### src/rtl/mqtt_publish_framer_defines.svh
// Assertion macros used by the framer top level.
`ifndef MQTT_PUBLISH_FRAMER_DEFINES_SVH
`define MQTT_PUBLISH_FRAMER_DEFINES_SVH

`ifndef SYNTHESIS
// Check that the consequent holds in the cycle the antecedent holds.
`define MPF_ASSERT_IMP(label, clk, rst_n, ante, cons) \
    label: assert property (@(posedge clk) disable iff (!rst_n) (ante) |-> (cons)) \
        else $error("mqtt_publish_framer: implication check failed");
// Check that a condition never occurs.
`define MPF_ASSERT_NEVER(label, clk, rst_n, expr) \
    label: assert property (@(posedge clk) disable iff (!rst_n) !(expr)) \
        else $error("mqtt_publish_framer: forbidden condition seen");
`else
`define MPF_ASSERT_IMP(label, clk, rst_n, ante, cons)
`define MPF_ASSERT_NEVER(label, clk, rst_n, expr)
`endif

`endif

### src/rtl/mpf_pkg.sv
// Types and constants shared by the PUBLISH framer modules.
package mpf_pkg;

    // Remaining length is at most 2 + 65535 + 65535 + 2, which needs 18 bits
    localparam int REM_W = 18;

    // Job queue depth, a power of two
    localparam int QUEUE_DEPTH = 2;
    localparam int QUEUE_AW    = (QUEUE_DEPTH > 1) ? $clog2(QUEUE_DEPTH) : 1;

    localparam logic [7:0]  HDR_PUBLISH    = 8'h30;
    localparam logic [7:0]  VARINT_CONT    = 8'h80;
    localparam logic [7:0]  PKT_ID_HI      = 8'h00;
    localparam logic [7:0]  PKT_ID_LO      = 8'h01;
    localparam logic [15:0] MAX_PKT_RESET  = 16'hFFFF;
    localparam logic [1:0]  QOS_INVALID    = 2'd3;

    typedef enum logic [1:0] {
        CMD_START   = 2'd0,
        CMD_TOPIC   = 2'd1,
        CMD_PAYLOAD = 2'd2
    } t_cmd;

    typedef enum logic [1:0] {
        PH_IDLE    = 2'd0,
        PH_TOPIC   = 2'd1,
        PH_PAYLOAD = 2'd2,
        PH_DROP    = 2'd3
    } t_phase;

    // Byte slot within one job
    typedef enum logic [3:0] {
        SL_REJ  = 4'd0,
        SL_HDR  = 4'd1,
        SL_V0   = 4'd2,
        SL_V1   = 4'd3,
        SL_V2   = 4'd4,
        SL_TH   = 4'd5,
        SL_TL   = 4'd6,
        SL_DATA = 4'd7,
        SL_ID0  = 4'd8,
        SL_ID1  = 4'd9
    } t_slot;

    // One classified item waiting for the back end
    typedef struct packed {
        logic             reject;
        logic             hdr_en;
        logic             id_en;
        logic             eop;
        logic [7:0]       fixed_hdr;
        logic [REM_W-1:0] remaining;
        logic [1:0]       vbytes;
        logic [15:0]      topic_bytes;
        logic [7:0]       data;
    } t_job;

endpackage

### src/rtl/mpf_front.sv
// Front end: accepts items, tracks packet state and classifies each item into a job.
module mpf_front (
    input  logic           i_clk,
    input  logic           i_rst_n,
    input  logic           i_in_valid,
    output logic           o_in_ready,
    input  logic [1:0]     i_command,
    input  logic [15:0]    i_topic_length,
    input  logic [15:0]    i_payload_length,
    input  logic [1:0]     i_qos,
    input  logic           i_retain,
    input  logic [7:0]     i_data_byte,
    input  logic           i_cfg_valid,
    output logic           o_cfg_ready,
    input  logic [15:0]    i_cfg_max_packet_bytes,
    input  logic           i_queue_full,
    output logic           o_push,
    output mpf_pkg::t_job  o_job
);

    mpf_pkg::t_phase r_phase, n_phase;
    logic [15:0] r_topic_left, n_topic_left;
    logic [15:0] r_payload_left, n_payload_left;
    logic        r_id_pending, n_id_pending;
    logic [15:0] r_max;

    logic                      w_accept;
    logic [mpf_pkg::REM_W-1:0] w_remaining;
    logic [mpf_pkg::REM_W-1:0] w_total;
    logic [1:0]                w_vbytes;
    logic                      w_reject;
    mpf_pkg::t_job             w_job;
    logic                      w_push;

    assign w_accept    = i_in_valid && !i_queue_full;
    assign o_in_ready  = !i_queue_full;
    assign o_cfg_ready = 1'b1;

    // Size the packet: remaining length, varint byte count, whole size
    always_comb begin
        w_remaining = {2'b00, i_topic_length} + {2'b00, i_payload_length}
                    + ((i_qos != 2'd0) ? 18'd4 : 18'd2);
        if (w_remaining[mpf_pkg::REM_W-1:7] == '0) begin
            w_vbytes = 2'd1;
        end else if (w_remaining[mpf_pkg::REM_W-1:14] == '0) begin
            w_vbytes = 2'd2;
        end else begin
            w_vbytes = 2'd3;
        end
        w_total  = w_remaining + 18'd1 + {16'd0, w_vbytes};
        w_reject = (i_qos == mpf_pkg::QOS_INVALID) || (w_total > {2'b00, r_max});
    end

    // Classify the item and advance the packet state
    always_comb begin
        n_phase        = r_phase;
        n_topic_left   = r_topic_left;
        n_payload_left = r_payload_left;
        n_id_pending   = r_id_pending;
        w_push         = 1'b0;
        w_job          = '0;
        w_job.fixed_hdr   = mpf_pkg::HDR_PUBLISH | {5'd0, i_qos, i_retain};
        w_job.remaining   = w_remaining;
        w_job.vbytes      = w_vbytes;
        w_job.topic_bytes = i_topic_length;
        w_job.data        = i_data_byte;
        if (w_accept) begin
            case (i_command)
                mpf_pkg::CMD_START: begin
                    w_push = 1'b1;
                    if (w_reject) begin
                        w_job.reject   = 1'b1;
                        n_phase        = mpf_pkg::PH_DROP;
                        n_topic_left   = '0;
                        n_payload_left = '0;
                        n_id_pending   = 1'b0;
                    end else begin
                        w_job.hdr_en   = 1'b1;
                        n_topic_left   = i_topic_length;
                        n_payload_left = i_payload_length;
                        if (i_topic_length != 16'd0) begin
                            n_id_pending = (i_qos != 2'd0);
                            n_phase      = mpf_pkg::PH_TOPIC;
                        end else begin
                            n_id_pending = 1'b0;
                            w_job.id_en  = (i_qos != 2'd0);
                            w_job.eop    = (i_payload_length == 16'd0);
                            n_phase      = (i_payload_length == 16'd0) ?
                                           mpf_pkg::PH_IDLE : mpf_pkg::PH_PAYLOAD;
                        end
                    end
                end
                mpf_pkg::CMD_TOPIC: begin
                    if (r_phase == mpf_pkg::PH_TOPIC) begin
                        w_push       = 1'b1;
                        n_topic_left = r_topic_left - 16'd1;
                        if (r_topic_left == 16'd1) begin
                            w_job.id_en  = r_id_pending;
                            n_id_pending = 1'b0;
                            w_job.eop    = (r_payload_left == 16'd0);
                            n_phase      = (r_payload_left == 16'd0) ?
                                           mpf_pkg::PH_IDLE : mpf_pkg::PH_PAYLOAD;
                        end
                    end
                end
                mpf_pkg::CMD_PAYLOAD: begin
                    if (r_phase == mpf_pkg::PH_PAYLOAD) begin
                        w_push         = 1'b1;
                        n_payload_left = r_payload_left - 16'd1;
                        if (r_payload_left == 16'd1) begin
                            w_job.eop = 1'b1;
                            n_phase   = mpf_pkg::PH_IDLE;
                        end
                    end
                end
                default: begin
                end
            endcase
        end
    end

    // Hold the packet state
    always_ff @(posedge i_clk) begin
        if (!i_rst_n) begin
            r_phase        <= mpf_pkg::PH_IDLE;
            r_topic_left   <= '0;
            r_payload_left <= '0;
            r_id_pending   <= 1'b0;
            r_max          <= mpf_pkg::MAX_PKT_RESET;
        end else begin
            r_phase        <= n_phase;
            r_topic_left   <= n_topic_left;
            r_payload_left <= n_payload_left;
            r_id_pending   <= n_id_pending;
            if (i_cfg_valid) begin
                r_max <= i_cfg_max_packet_bytes;
            end
        end
    end

    assign o_push = w_push;
    assign o_job  = w_job;

endmodule

### src/rtl/mpf_queue.sv
// Job queue between the front end and the byte sequencer.
module mpf_queue (
    input  logic          i_clk,
    input  logic          i_rst_n,
    input  logic          i_push,
    input  mpf_pkg::t_job i_job,
    input  logic          i_pop,
    output logic          o_full,
    output logic          o_empty,
    output mpf_pkg::t_job o_head
);

    mpf_pkg::t_job r_mem [mpf_pkg::QUEUE_DEPTH];
    logic [mpf_pkg::QUEUE_AW-1:0] r_wr_ptr;
    logic [mpf_pkg::QUEUE_AW-1:0] r_rd_ptr;
    logic [mpf_pkg::QUEUE_AW:0]   r_count;

    assign o_full  = (r_count == (mpf_pkg::QUEUE_AW+1)'(mpf_pkg::QUEUE_DEPTH));
    assign o_empty = (r_count == '0);
    assign o_head  = r_mem[r_rd_ptr];

    // Store the incoming job
    always_ff @(posedge i_clk) begin
        if (i_push) begin
            r_mem[r_wr_ptr] <= i_job;
        end
    end

    // Advance pointers and count
    always_ff @(posedge i_clk) begin
        if (!i_rst_n) begin
            r_wr_ptr <= '0;
            r_rd_ptr <= '0;
            r_count  <= '0;
        end else begin
            if (i_push) begin
                r_wr_ptr <= r_wr_ptr + {{(mpf_pkg::QUEUE_AW-1){1'b0}}, 1'b1};
            end
            if (i_pop) begin
                r_rd_ptr <= r_rd_ptr + {{(mpf_pkg::QUEUE_AW-1){1'b0}}, 1'b1};
            end
            if (i_push && !i_pop) begin
                r_count <= r_count + {{mpf_pkg::QUEUE_AW{1'b0}}, 1'b1};
            end else if (!i_push && i_pop) begin
                r_count <= r_count - {{mpf_pkg::QUEUE_AW{1'b0}}, 1'b1};
            end
        end
    end

endmodule

### src/rtl/mpf_back.sv
// Back end: walks each job slot by slot and drives one byte per transaction.
module mpf_back (
    input  logic          i_clk,
    input  logic          i_rst_n,
    input  logic          i_empty,
    input  mpf_pkg::t_job i_job,
    output logic          o_pop,
    output logic          o_out_valid,
    input  logic          i_out_ready,
    output logic [7:0]    o_out_byte,
    output logic          o_end_of_run,
    output logic          o_end_of_packet,
    output logic          o_rejected
);

    mpf_pkg::t_slot r_slot, n_slot;
    logic           r_first, n_first;
    logic           r_valid;
    logic [7:0]     r_byte;
    logic           r_eor;
    logic           r_eop;
    logic           r_rej;

    mpf_pkg::t_slot w_cur;
    mpf_pkg::t_slot w_nxt;
    logic           w_has_next;
    logic           w_load;
    logic           w_emit;
    logic [7:0]     w_byte;

    assign w_load = !r_valid || i_out_ready;
    assign w_emit = w_load && !i_empty;

    // Pick the current slot and the one after it
    always_comb begin
        if (r_first) begin
            if (i_job.reject) begin
                w_cur = mpf_pkg::SL_REJ;
            end else if (i_job.hdr_en) begin
                w_cur = mpf_pkg::SL_HDR;
            end else begin
                w_cur = mpf_pkg::SL_DATA;
            end
        end else begin
            w_cur = r_slot;
        end
        w_nxt      = mpf_pkg::SL_REJ;
        w_has_next = 1'b0;
        case (w_cur)
            mpf_pkg::SL_HDR: begin
                w_nxt      = mpf_pkg::SL_V0;
                w_has_next = 1'b1;
            end
            mpf_pkg::SL_V0: begin
                w_nxt      = (i_job.vbytes > 2'd1) ? mpf_pkg::SL_V1 : mpf_pkg::SL_TH;
                w_has_next = 1'b1;
            end
            mpf_pkg::SL_V1: begin
                w_nxt      = (i_job.vbytes > 2'd2) ? mpf_pkg::SL_V2 : mpf_pkg::SL_TH;
                w_has_next = 1'b1;
            end
            mpf_pkg::SL_V2: begin
                w_nxt      = mpf_pkg::SL_TH;
                w_has_next = 1'b1;
            end
            mpf_pkg::SL_TH: begin
                w_nxt      = mpf_pkg::SL_TL;
                w_has_next = 1'b1;
            end
            mpf_pkg::SL_TL, mpf_pkg::SL_DATA: begin
                w_nxt      = mpf_pkg::SL_ID0;
                w_has_next = i_job.id_en;
            end
            mpf_pkg::SL_ID0: begin
                w_nxt      = mpf_pkg::SL_ID1;
                w_has_next = 1'b1;
            end
            default: begin
            end
        endcase
    end

    // Next state of the sequencer
    always_comb begin
        n_slot  = r_slot;
        n_first = r_first;
        if (w_emit) begin
            n_first = !w_has_next;
            if (w_has_next) begin
                n_slot = w_nxt;
            end
        end
    end

    // Byte for the current slot
    always_comb begin
        case (w_cur)
            mpf_pkg::SL_HDR:  w_byte = i_job.fixed_hdr;
            mpf_pkg::SL_V0:   w_byte = {1'b0, i_job.remaining[6:0]}
                                     | ((i_job.vbytes > 2'd1) ? mpf_pkg::VARINT_CONT : 8'd0);
            mpf_pkg::SL_V1:   w_byte = {1'b0, i_job.remaining[13:7]}
                                     | ((i_job.vbytes > 2'd2) ? mpf_pkg::VARINT_CONT : 8'd0);
            mpf_pkg::SL_V2:   w_byte = 8'(i_job.remaining[mpf_pkg::REM_W-1:14]);
            mpf_pkg::SL_TH:   w_byte = i_job.topic_bytes[15:8];
            mpf_pkg::SL_TL:   w_byte = i_job.topic_bytes[7:0];
            mpf_pkg::SL_DATA: w_byte = i_job.data;
            mpf_pkg::SL_ID0:  w_byte = mpf_pkg::PKT_ID_HI;
            mpf_pkg::SL_ID1:  w_byte = mpf_pkg::PKT_ID_LO;
            default:          w_byte = 8'd0;
        endcase
    end

    // Advance the sequencer
    always_ff @(posedge i_clk) begin
        if (!i_rst_n) begin
            r_slot  <= mpf_pkg::SL_REJ;
            r_first <= 1'b1;
            r_valid <= 1'b0;
        end else begin
            r_slot  <= n_slot;
            r_first <= n_first;
            if (w_emit) begin
                r_valid <= 1'b1;
            end else if (i_out_ready) begin
                r_valid <= 1'b0;
            end
        end
    end

    // Load the output register
    always_ff @(posedge i_clk) begin
        if (w_emit) begin
            r_byte <= w_byte;
            r_eor  <= !w_has_next;
            r_eop  <= !w_has_next && i_job.eop;
            r_rej  <= (w_cur == mpf_pkg::SL_REJ);
        end
    end

    assign o_pop           = w_emit && !w_has_next;
    assign o_out_valid     = r_valid;
    assign o_out_byte      = r_byte;
    assign o_end_of_run    = r_eor;
    assign o_end_of_packet = r_eop;
    assign o_rejected      = r_rej;

endmodule

### src/rtl/mqtt_publish_framer.sv
// Top level of the MQTT PUBLISH framer: front end, job queue and byte sequencer.
//
//   channel  direction  handshake                  payload
//   in       input      i_in_valid / o_in_ready    command, lengths, qos, retain, data byte
//   out      output     o_out_valid / i_out_ready  byte, end of run, end of packet, rejected
//   cfg      input      i_cfg_valid / o_cfg_ready  max_packet_bytes (16 bit)
//
// The output sequencer drives one byte per cycle unless stalled: a rejected start is 1
// byte, an accepted start 4 to 8 (header, 1 to 3 length bytes, topic length, packet id),
// a data item 1 or 3. Items are taken each cycle while the two-entry job queue has room.
// Reset is synchronous and active low; the configuration port is always ready. A stalled
// output holds its register and the queue; the front keeps accepting until full.
`include "mqtt_publish_framer_defines.svh"

module mqtt_publish_framer (
    input  logic        i_clk,
    input  logic        i_rst_n,
    input  logic        i_in_valid,
    output logic        o_in_ready,
    input  logic [1:0]  i_command,
    input  logic [15:0] i_topic_length,
    input  logic [15:0] i_payload_length,
    input  logic [1:0]  i_qos,
    input  logic        i_retain,
    input  logic [7:0]  i_data_byte,
    input  logic        i_cfg_valid,
    output logic        o_cfg_ready,
    input  logic [15:0] i_cfg_max_packet_bytes,
    output logic        o_out_valid,
    input  logic        i_out_ready,
    output logic [7:0]  o_out_byte,
    output logic        o_end_of_run,
    output logic        o_end_of_packet,
    output logic        o_rejected
);

    logic          w_push;
    logic          w_pop;
    logic          w_queue_full;
    logic          w_queue_empty;
    mpf_pkg::t_job w_job_in;
    mpf_pkg::t_job w_job_head;

    mpf_front u_front (
        .i_clk                  (i_clk),
        .i_rst_n                (i_rst_n),
        .i_in_valid             (i_in_valid),
        .o_in_ready             (o_in_ready),
        .i_command              (i_command),
        .i_topic_length         (i_topic_length),
        .i_payload_length       (i_payload_length),
        .i_qos                  (i_qos),
        .i_retain               (i_retain),
        .i_data_byte            (i_data_byte),
        .i_cfg_valid            (i_cfg_valid),
        .o_cfg_ready            (o_cfg_ready),
        .i_cfg_max_packet_bytes (i_cfg_max_packet_bytes),
        .i_queue_full           (w_queue_full),
        .o_push                 (w_push),
        .o_job                  (w_job_in)
    );

    mpf_queue u_queue (
        .i_clk   (i_clk),
        .i_rst_n (i_rst_n),
        .i_push  (w_push),
        .i_job   (w_job_in),
        .i_pop   (w_pop),
        .o_full  (w_queue_full),
        .o_empty (w_queue_empty),
        .o_head  (w_job_head)
    );

    mpf_back u_back (
        .i_clk           (i_clk),
        .i_rst_n         (i_rst_n),
        .i_empty         (w_queue_empty),
        .i_job           (w_job_head),
        .o_pop           (w_pop),
        .o_out_valid     (o_out_valid),
        .i_out_ready     (i_out_ready),
        .o_out_byte      (o_out_byte),
        .o_end_of_run    (o_end_of_run),
        .o_end_of_packet (o_end_of_packet),
        .o_rejected      (o_rejected)
    );

    // A rejection is a lone, zero byte that closes its run and no packet
    `MPF_ASSERT_IMP(a_reject_form, i_clk, i_rst_n, o_out_valid && o_rejected, o_end_of_run && !o_end_of_packet && (o_out_byte == 8'd0))
    // The last byte of a packet also closes the run of its item
    `MPF_ASSERT_IMP(a_eop_ends_run, i_clk, i_rst_n, o_out_valid && o_end_of_packet, o_end_of_run)
    // Never write a job into a full queue, never pop an empty one
    `MPF_ASSERT_NEVER(a_queue_overrun, i_clk, i_rst_n, (w_push && w_queue_full) || (w_pop && w_queue_empty))

endmodule

### config.mk
export PLATFORM = sky130hd
export DESIGN_NAME = mqtt_publish_framer
export DESIGN_NICKNAME = d
export VERILOG_FILES = /design/src/rtl/mpf_pkg.sv /design/src/rtl/mpf_front.sv /design/src/rtl/mpf_queue.sv /design/src/rtl/mpf_back.sv /design/src/rtl/mqtt_publish_framer.sv
export VERILOG_INCLUDE_DIRS = /design/src /design/src/rtl
export SDC_FILE = /design/constraint.sdc
export NUM_CORES = 1
export LEC_CHECK = 0
export ABC_AREA = 1
export BUFFER_PORTS_ARGS = -buffer_cell sky130_fd_sc_hd__buf_4
export CORE_MARGIN = 5
export CORE_UTILIZATION = 25
export DETAILED_ROUTE_END_ITERATION = 7
export GPL_TIMING_DRIVEN = 1
export PLACE_DENSITY = 0.51
export SYNTH_ARGS = -nofsm -noshare
export SYNTH_HDL_FRONTEND = slang
export SYNTH_SLANG_ARGS = --single-unit
### constraint.sdc
create_clock -name i_clk -period 8.5 [get_ports i_clk]
set_input_delay 0.85 -clock i_clk [delete_from_list [all_inputs] [get_ports i_clk]]
set_output_delay 0.85 -clock i_clk [all_outputs]
set_load 0.005 [all_outputs]
==> results of run 1 <==
## power breakdown
group          leakage (nW)  internal [mW]  switching (mW)
combinational          3.63          0.338           0.740
sequential             1.54           1.03          0.0379
clock                 0.307          0.456           0.395
## synthesized netlist by cell type, drive strengths merged (2+ instances only)
master	instances	area share [%]
fa	3	0.55
ha	45	5.2
dfxtp	62	11
a21oi	129	6.9
nor2	142	5.8
mux2i	2	0.18
nand3	110	6.9
buf	14	1.1
xnor2	5	0.40
or2	3	0.17
a31oi	2	0.11
nor4	12	0.69
edfxtp	113	31
or4	2	0.14
nand4	19	1.1
a211oi	3	0.21
o31ai	6	0.41
o211ai	3	0.21
nor3	26	1.2
o21ai	88	4.0
inv	170	5.9
clkbuf	23	0.79
xor2	16	1.4
and2	2	0.11
clkinv	2	0.069
nand2	347	13
## worst paths after layout
| kind | startpoint | slack [ns] | to | cells past startpoint |
|---|---|---|---|---|
| max | i_topic_length[0] | 1.30 | u_queue.r_mem[1][47] | 39 |
| min | u_back.r_slot[1] | 0.47 | u_back.r_slot[1] | 2 |
| min reg2reg | u_back.r_slot[1] | 0.47 | u_back.r_slot[1] | 2 |
| max reg2reg | flop | 4.97 | u_queue.r_count[1] | 18 |
## area by class of cell
| type | count | share of cell area, % |
|---|---|---|
| antenna | 1 | 0.0196 |
| clock inverter | 15 | 1.63 |
| sequential | 175 | 36.4 |
| tap | 585 | 5.75 |
| clock buffer | 17 | 3.34 |
| inverter | 172 | 5.09 |
| timing repair buffer | 84 | 4.95 |
| multi-input combinational | 980 | 42.8 |
## registers in the layout (all words and copies together) (netlist names), 2 cells and up, named ones only
name,cells
u_back.o_out_byte,8
u_back.r_slot,4
u_front.r_max,16
u_front.r_payload_left,16
u_front.r_phase,2
u_front.r_topic_left,16
u_queue.r_count,2
u_queue.r_mem,102
## through the flow
| stage | area (µm²) | hold WS (ns) |
|---|---|---|
| final | 12700 | 0.466 |
| after global placement | 12100 | 0.452 |
| after CTS | 12700 | 0.470 |
| after floorplan | 10900 | 0.441 |
| after global routing | 12700 | 0.490 |
| after detailed placement | 12100 | 0.459 |
## kinds of logic (layout without fill, tap and decap cells)
kind of cell,Yosys count,count (layout)
DFF,175,175
xor gates and xnor gates,21,21
muxes,2,2
other,1,2
buffers and inverters,209,288
AOI/OAI and AO/OA,242,242
adders and majority gates,48,48
and+or+nand+nor,666,666
## critical path, delay by kind of cell
kind	cells	cell delay (ns)
simple gates	23	3.62
fa+ha+maj	6	1.56
buf+inv	6	0.59
xor+xnor	2	0.45
compound gates	2	0.36
## routing by layer
layer	GRT usage (%)	share of wire, %
met4	3.27	1.7
met2	21.2	45
met1	19.1	49
met3	2.28	4.5
met5	0	0
==> impl_metrics.toml, run 1 <==
[status]
status = "finished clean"

[timing]
max_freq_mhz = 139
period_minus_slack_ns = 7.20
worst_pin_slew_ns = 1.05
setup_viol = 0
worst_slack_ns = 1.30
min_period_over_period_pct = 84.7
fin_skew_ns = 0.00932
hold_viol = 0
maxSlewHeadroom_pct = 29.9
rsz0062_at_grt = "no"
drv_slew = 0
setup_tns_ns = 0

[clock_tree]
insertion_delay_ns = 0.44
root_buffer = "clkbuf_16"
ctsHoldBuffers = 0
htree_num_levels = 4
cts-buffers-inserted = 17
post_cts_buffers = 0
cts_tree = "built"
cts_buffer_depth = 2
cts_resized = 0
path_clk_slew_ns = 0.08
cts.sinks = 175

[logic_synthesis]
synth_compound_area_share_pct = 12.8
synthDistinctLibCells = 55
synth-xor-area-share_pct = 1.75
synth_top_family_by_area = "simple AND/OR/NAND/NOR gates"
synthAdderAreaFrac_pct = 5.70
synth-edff-count = 113
syn_avg_cell_area_um2 = 8.01
ys.flop_type = "edfxtp_1"
synthMuxAreaShare_pct = 0.183
netlist_instances = 1364
synth-seq-area-share_pct = 42.4
ys_seq_elements = 175
yosys_warnings = 0
syn_nets = 1478
synthSimpleGateAreaFrac_pct = 29.3
synth_area_um2 = 10900
async_reset_ff_share_pct = 0

[detailed_routing]
viasPerCell = 4.59
via_count = 9321
drt-total-wl_um = 32100
wl_per_cell_um = 15.8
drc = 0
antenna_left = 0
drtPass1Iterations = 5
drtIter0Drc = 642

[flow_run]
maxCapViolCount = 0

[floorplanning]
rows = 76
fp.dieArea_um2 = 48000
start_util_pct = 25.3
fp.dieH_um = 219
core_region_area_um2 = 43200
io-pin-count = 80
fp.dieW_um = 219

[worst_setup_path]
cp_slowest_cell = "nor2_8"
critical_path_arrival_ns = 7.48
slowest_delay_ns = 0.57
critPathKind = "input pin to flop"
cp_common_cell = "nand2_1"
endpoint_kind = "flop"
cp.required_ns = 8.78
cp-start-kind = "input pin"
cp_max_fo = 36

[placement]
post-place-ws_ns = 0.854
hpwlAfterDp_um = 24100
placedCellCount = 1996
gp_congestion = 0.857
io_buffer_count = 78

[global_route]
grt_pass1_vias = 9025
grt-ovfl-total = 0
grt_pass1_wl_um = 50500
grt_max_degree = 53
antenna_found_initial = 1
grt.total_usage_pct = 13.4

[pwr]
p_leak_nw = 5.48
ir_worst_vdd_mv = 0.154
power.density_nw_per_um2 = 235
finalPower_mw = 2.99

[cells_and_area]
multi_input_area_um2 = 5460
fill_cells = 4652
final_util_pct = 29.5
layout_commonest_cell = "nand2_1"
fin_cells = 2029
final_cell_mix = "nand2_1 (312), inv_1 (157), nor2_1 (127), edfxtp_1 (113), a21oi_1 (98)"
layout.nets = 1544
seqCellArea_um2 = 4640
syn_to_final_growth_pct = 16.6
drive_above_1_share_pct = 17.6

[min_path]
hold_path.class = "flop to flop"
Note: power is estimated with default switching activity, not from simulation.
==> inputs of run 2 (changes only) <==
==> constraint.sdc (replaced) <==
create_clock -name i_clk -period 7.4 [get_ports i_clk]
set_input_delay 0.74 -clock i_clk [delete_from_list [all_inputs] [get_ports i_clk]]
set_output_delay 0.74 -clock i_clk [all_outputs]
set_load 0.005 [all_outputs]
==> run 2 against run 1 <==
  * Clock skew increased by 0.0071 ns
  * Combinational power up 15%
  * Core utilization about the same
  * Largest cell class unchanged
  * Critical path depth stayed put
  * Critical endpoint is now u_front.r_topic_left[15]
  * Sequential share of layout area about the same
  * Largest power group unchanged
  * Register-to-register slack lost 1.1 ns
  * Worst setup slack worse by 0.64 ns
  * Cell count grew 0.20%
  * Critical path type unchanged
  * Hold slack lost 0.0023 ns
  * Via count down 0.84%
==> impl_metrics.toml, run 2 (synthesis results as in run 1) <==
[placement]
placedCellCount = 2000
post-place-ws_ns = 0.262
hpwlAfterDp_um = 24200
gp_congestion = 0.859
io_buffer_count = 78

[pwr]
power.density_nw_per_um2 = 264
p_leak_nw = 5.48
finalPower_mw = 3.36
power.internal_mw = 2.03
ir_worst_vdd_mv = 0.138
p_switching_mw = 1.34
p_clk_share_pct = 26.9
pwr-share-seq_pct = 36.3
pwr-share-comb_pct = 36.8
swShare_pct = 39.8

[detailed_routing]
drt-total-wl_um = 31800
dr_wl_met2_um = 14400
maxUsedRoutingLayer = "met4"
drc = 0
viasPerCell = 4.55
antenna_left = 0
wl_met1_um = 15400
wl_met3_um = 1520
via_count = 9243
drtPass1Iterations = 6
drtIter0Drc = 681
wl_per_cell_um = 15.6

[clock_tree]
cts_tree = "built"
cts-buffers-inserted = 17
cts.sinks = 175
path_clk_slew_ns = 0.07
cts_resized = 0
htree_num_levels = 4
insertion_delay_ns = 0.45
root_buffer = "clkbuf_16"
ctsHoldBuffers = 0
cts_buffer_depth = 2
post_cts_buffers = 0

[flow_run]
maxCapViolCount = 0

[worst_setup_path]
r2r-end = "u_back.o_out_byte[6]"
cp_max_fo = 25
cp_slowest_cell = "fa_1"
endpoint_kind = "flop"
critical_path_arrival_ns = 7.11
cp-start-kind = "input pin"
cp_common_cell = "nand2_1"
slowest_delay_ns = 0.39
reg2reg_depth = 13
critPathKind = "input pin to flop"
cp.required_ns = 7.78
reg2reg_slack_ns = 3.88

[timing]
drv_slew = 0
setup_tns_ns = 0
fin_skew_ns = 0.0164
setup_viol = 0
min_period_over_period_pct = 91.0
hold_viol = 0
rsz0062_at_grt = "no"
worst_slack_ns = 0.667
period_minus_slack_ns = 6.73
worst_pin_slew_ns = 0.970
maxSlewHeadroom_pct = 35.3
max_freq_mhz = 149

[status]
status = "finished clean"

[global_route]
grt-ovfl-total = 0
grt_max_degree = 52
grt.total_usage_pct = 13.3
grt_pass1_wl_um = 50000
grt_pass1_vias = 8993
antenna_found_initial = 1

[cells_and_area]
largest_reg_flops = 102
drive_above_1_share_pct = 17.8
syn_to_final_growth_pct = 16.6
fin_cells = 2033
largest-register = "u_queue.r_mem"
final_cell_mix = "nand2_1 (311), inv_1 (157), nor2_1 (127), edfxtp_1 (113), a21oi_1 (99)"
layout.nets = 1548
layout_commonest_cell = "nand2_1"

[floorplanning]
fp.dieH_um = 219
start_util_pct = 25.3
core_region_area_um2 = 43200
rows = 76
fp.dieArea_um2 = 48000
fp.dieW_um = 219
io-pin-count = 80

[min_path]
hold_path.class = "flop to flop"
whs_endpoint = "u_back.r_slot[1]"
hold_depth = 2
min-delay-start = "u_back.r_slot[1]"
## run 2: worst max-delay path by stage
| stage | startpoint | to | slack, ns | depth (start not counted) |
|---|---|---|---|---|
| after floorplan | i_topic_length[0] | u_queue.r_mem[0][48] | 1.10 | 39 |
| after global placement | i_topic_length[0] | u_front.r_topic_left[7] | 0.24 | 39 |
| after detailed placement | i_topic_length[0] | u_front.r_topic_left[15] | 0.26 | 39 |
| after CTS | i_topic_length[0] | u_front.r_topic_left[15] | 0.69 | 39 |
| after global routing | i_topic_length[0] | u_front.r_topic_left[15] | 0.02 | 42 |
| final | i_topic_length[0] | u_front.r_topic_left[15] | 0.67 | 39 |
## run 2: through the flow
step,util [%],area (µm²),hold WS [ns]
floorplan,-,10900,0.441
global placement,28.1,12100,0.449
detailed placement,28.1,12100,0.456
CTS,29.5,12700,0.461
global route,29.5,12700,0.466
finish,29.5,12700,0.464
## run 2: final cells by class
cell class	instances	area, µm²
well taps	585	732
fillers	4621	30400
clock inverters	15	166
diodes	1	2.50
clock buffers	17	425
multi-input cells	980	5460
flip-flops and latches	175	4640
inverters	172	648
repair buffers	88	673
## run 2: per-layer routing
metal / vias to the layer above / GRT usage [%]
met4: 0 / 3.83
met3: 35 / 2.57
met5: - / 0
met1: 4316 / 18.8
met2: 186 / 20.7
li1: 4706 / -
## run 2: worst max-delay path, delay by kind of cell
| kind | cells | cell delay (ns) |
|---|---|---|
| AOI/OAI and AO/OA | 3 | 0.43 |
| and+or+nand+nor | 21 | 3.14 |
| adders and majority gates | 6 | 1.50 |
| xor gates and xnor gates | 2 | 0.45 |
| buffers and inverters | 7 | 0.84 |
## run 2: power groups by stage
stage | Clock, mW | Sequential (mW) | Combinational, mW
after floorplan | 0 | 1.24 | 0.828
after global placement | 0 | 1.24 | 1.24
after detailed placement | 0 | 1.24 | 1.24
after CTS | 0.924 | 1.22 | 1.25
after global routing | 0.965 | 1.23 | 1.40
final | 0.905 | 1.22 | 1.24
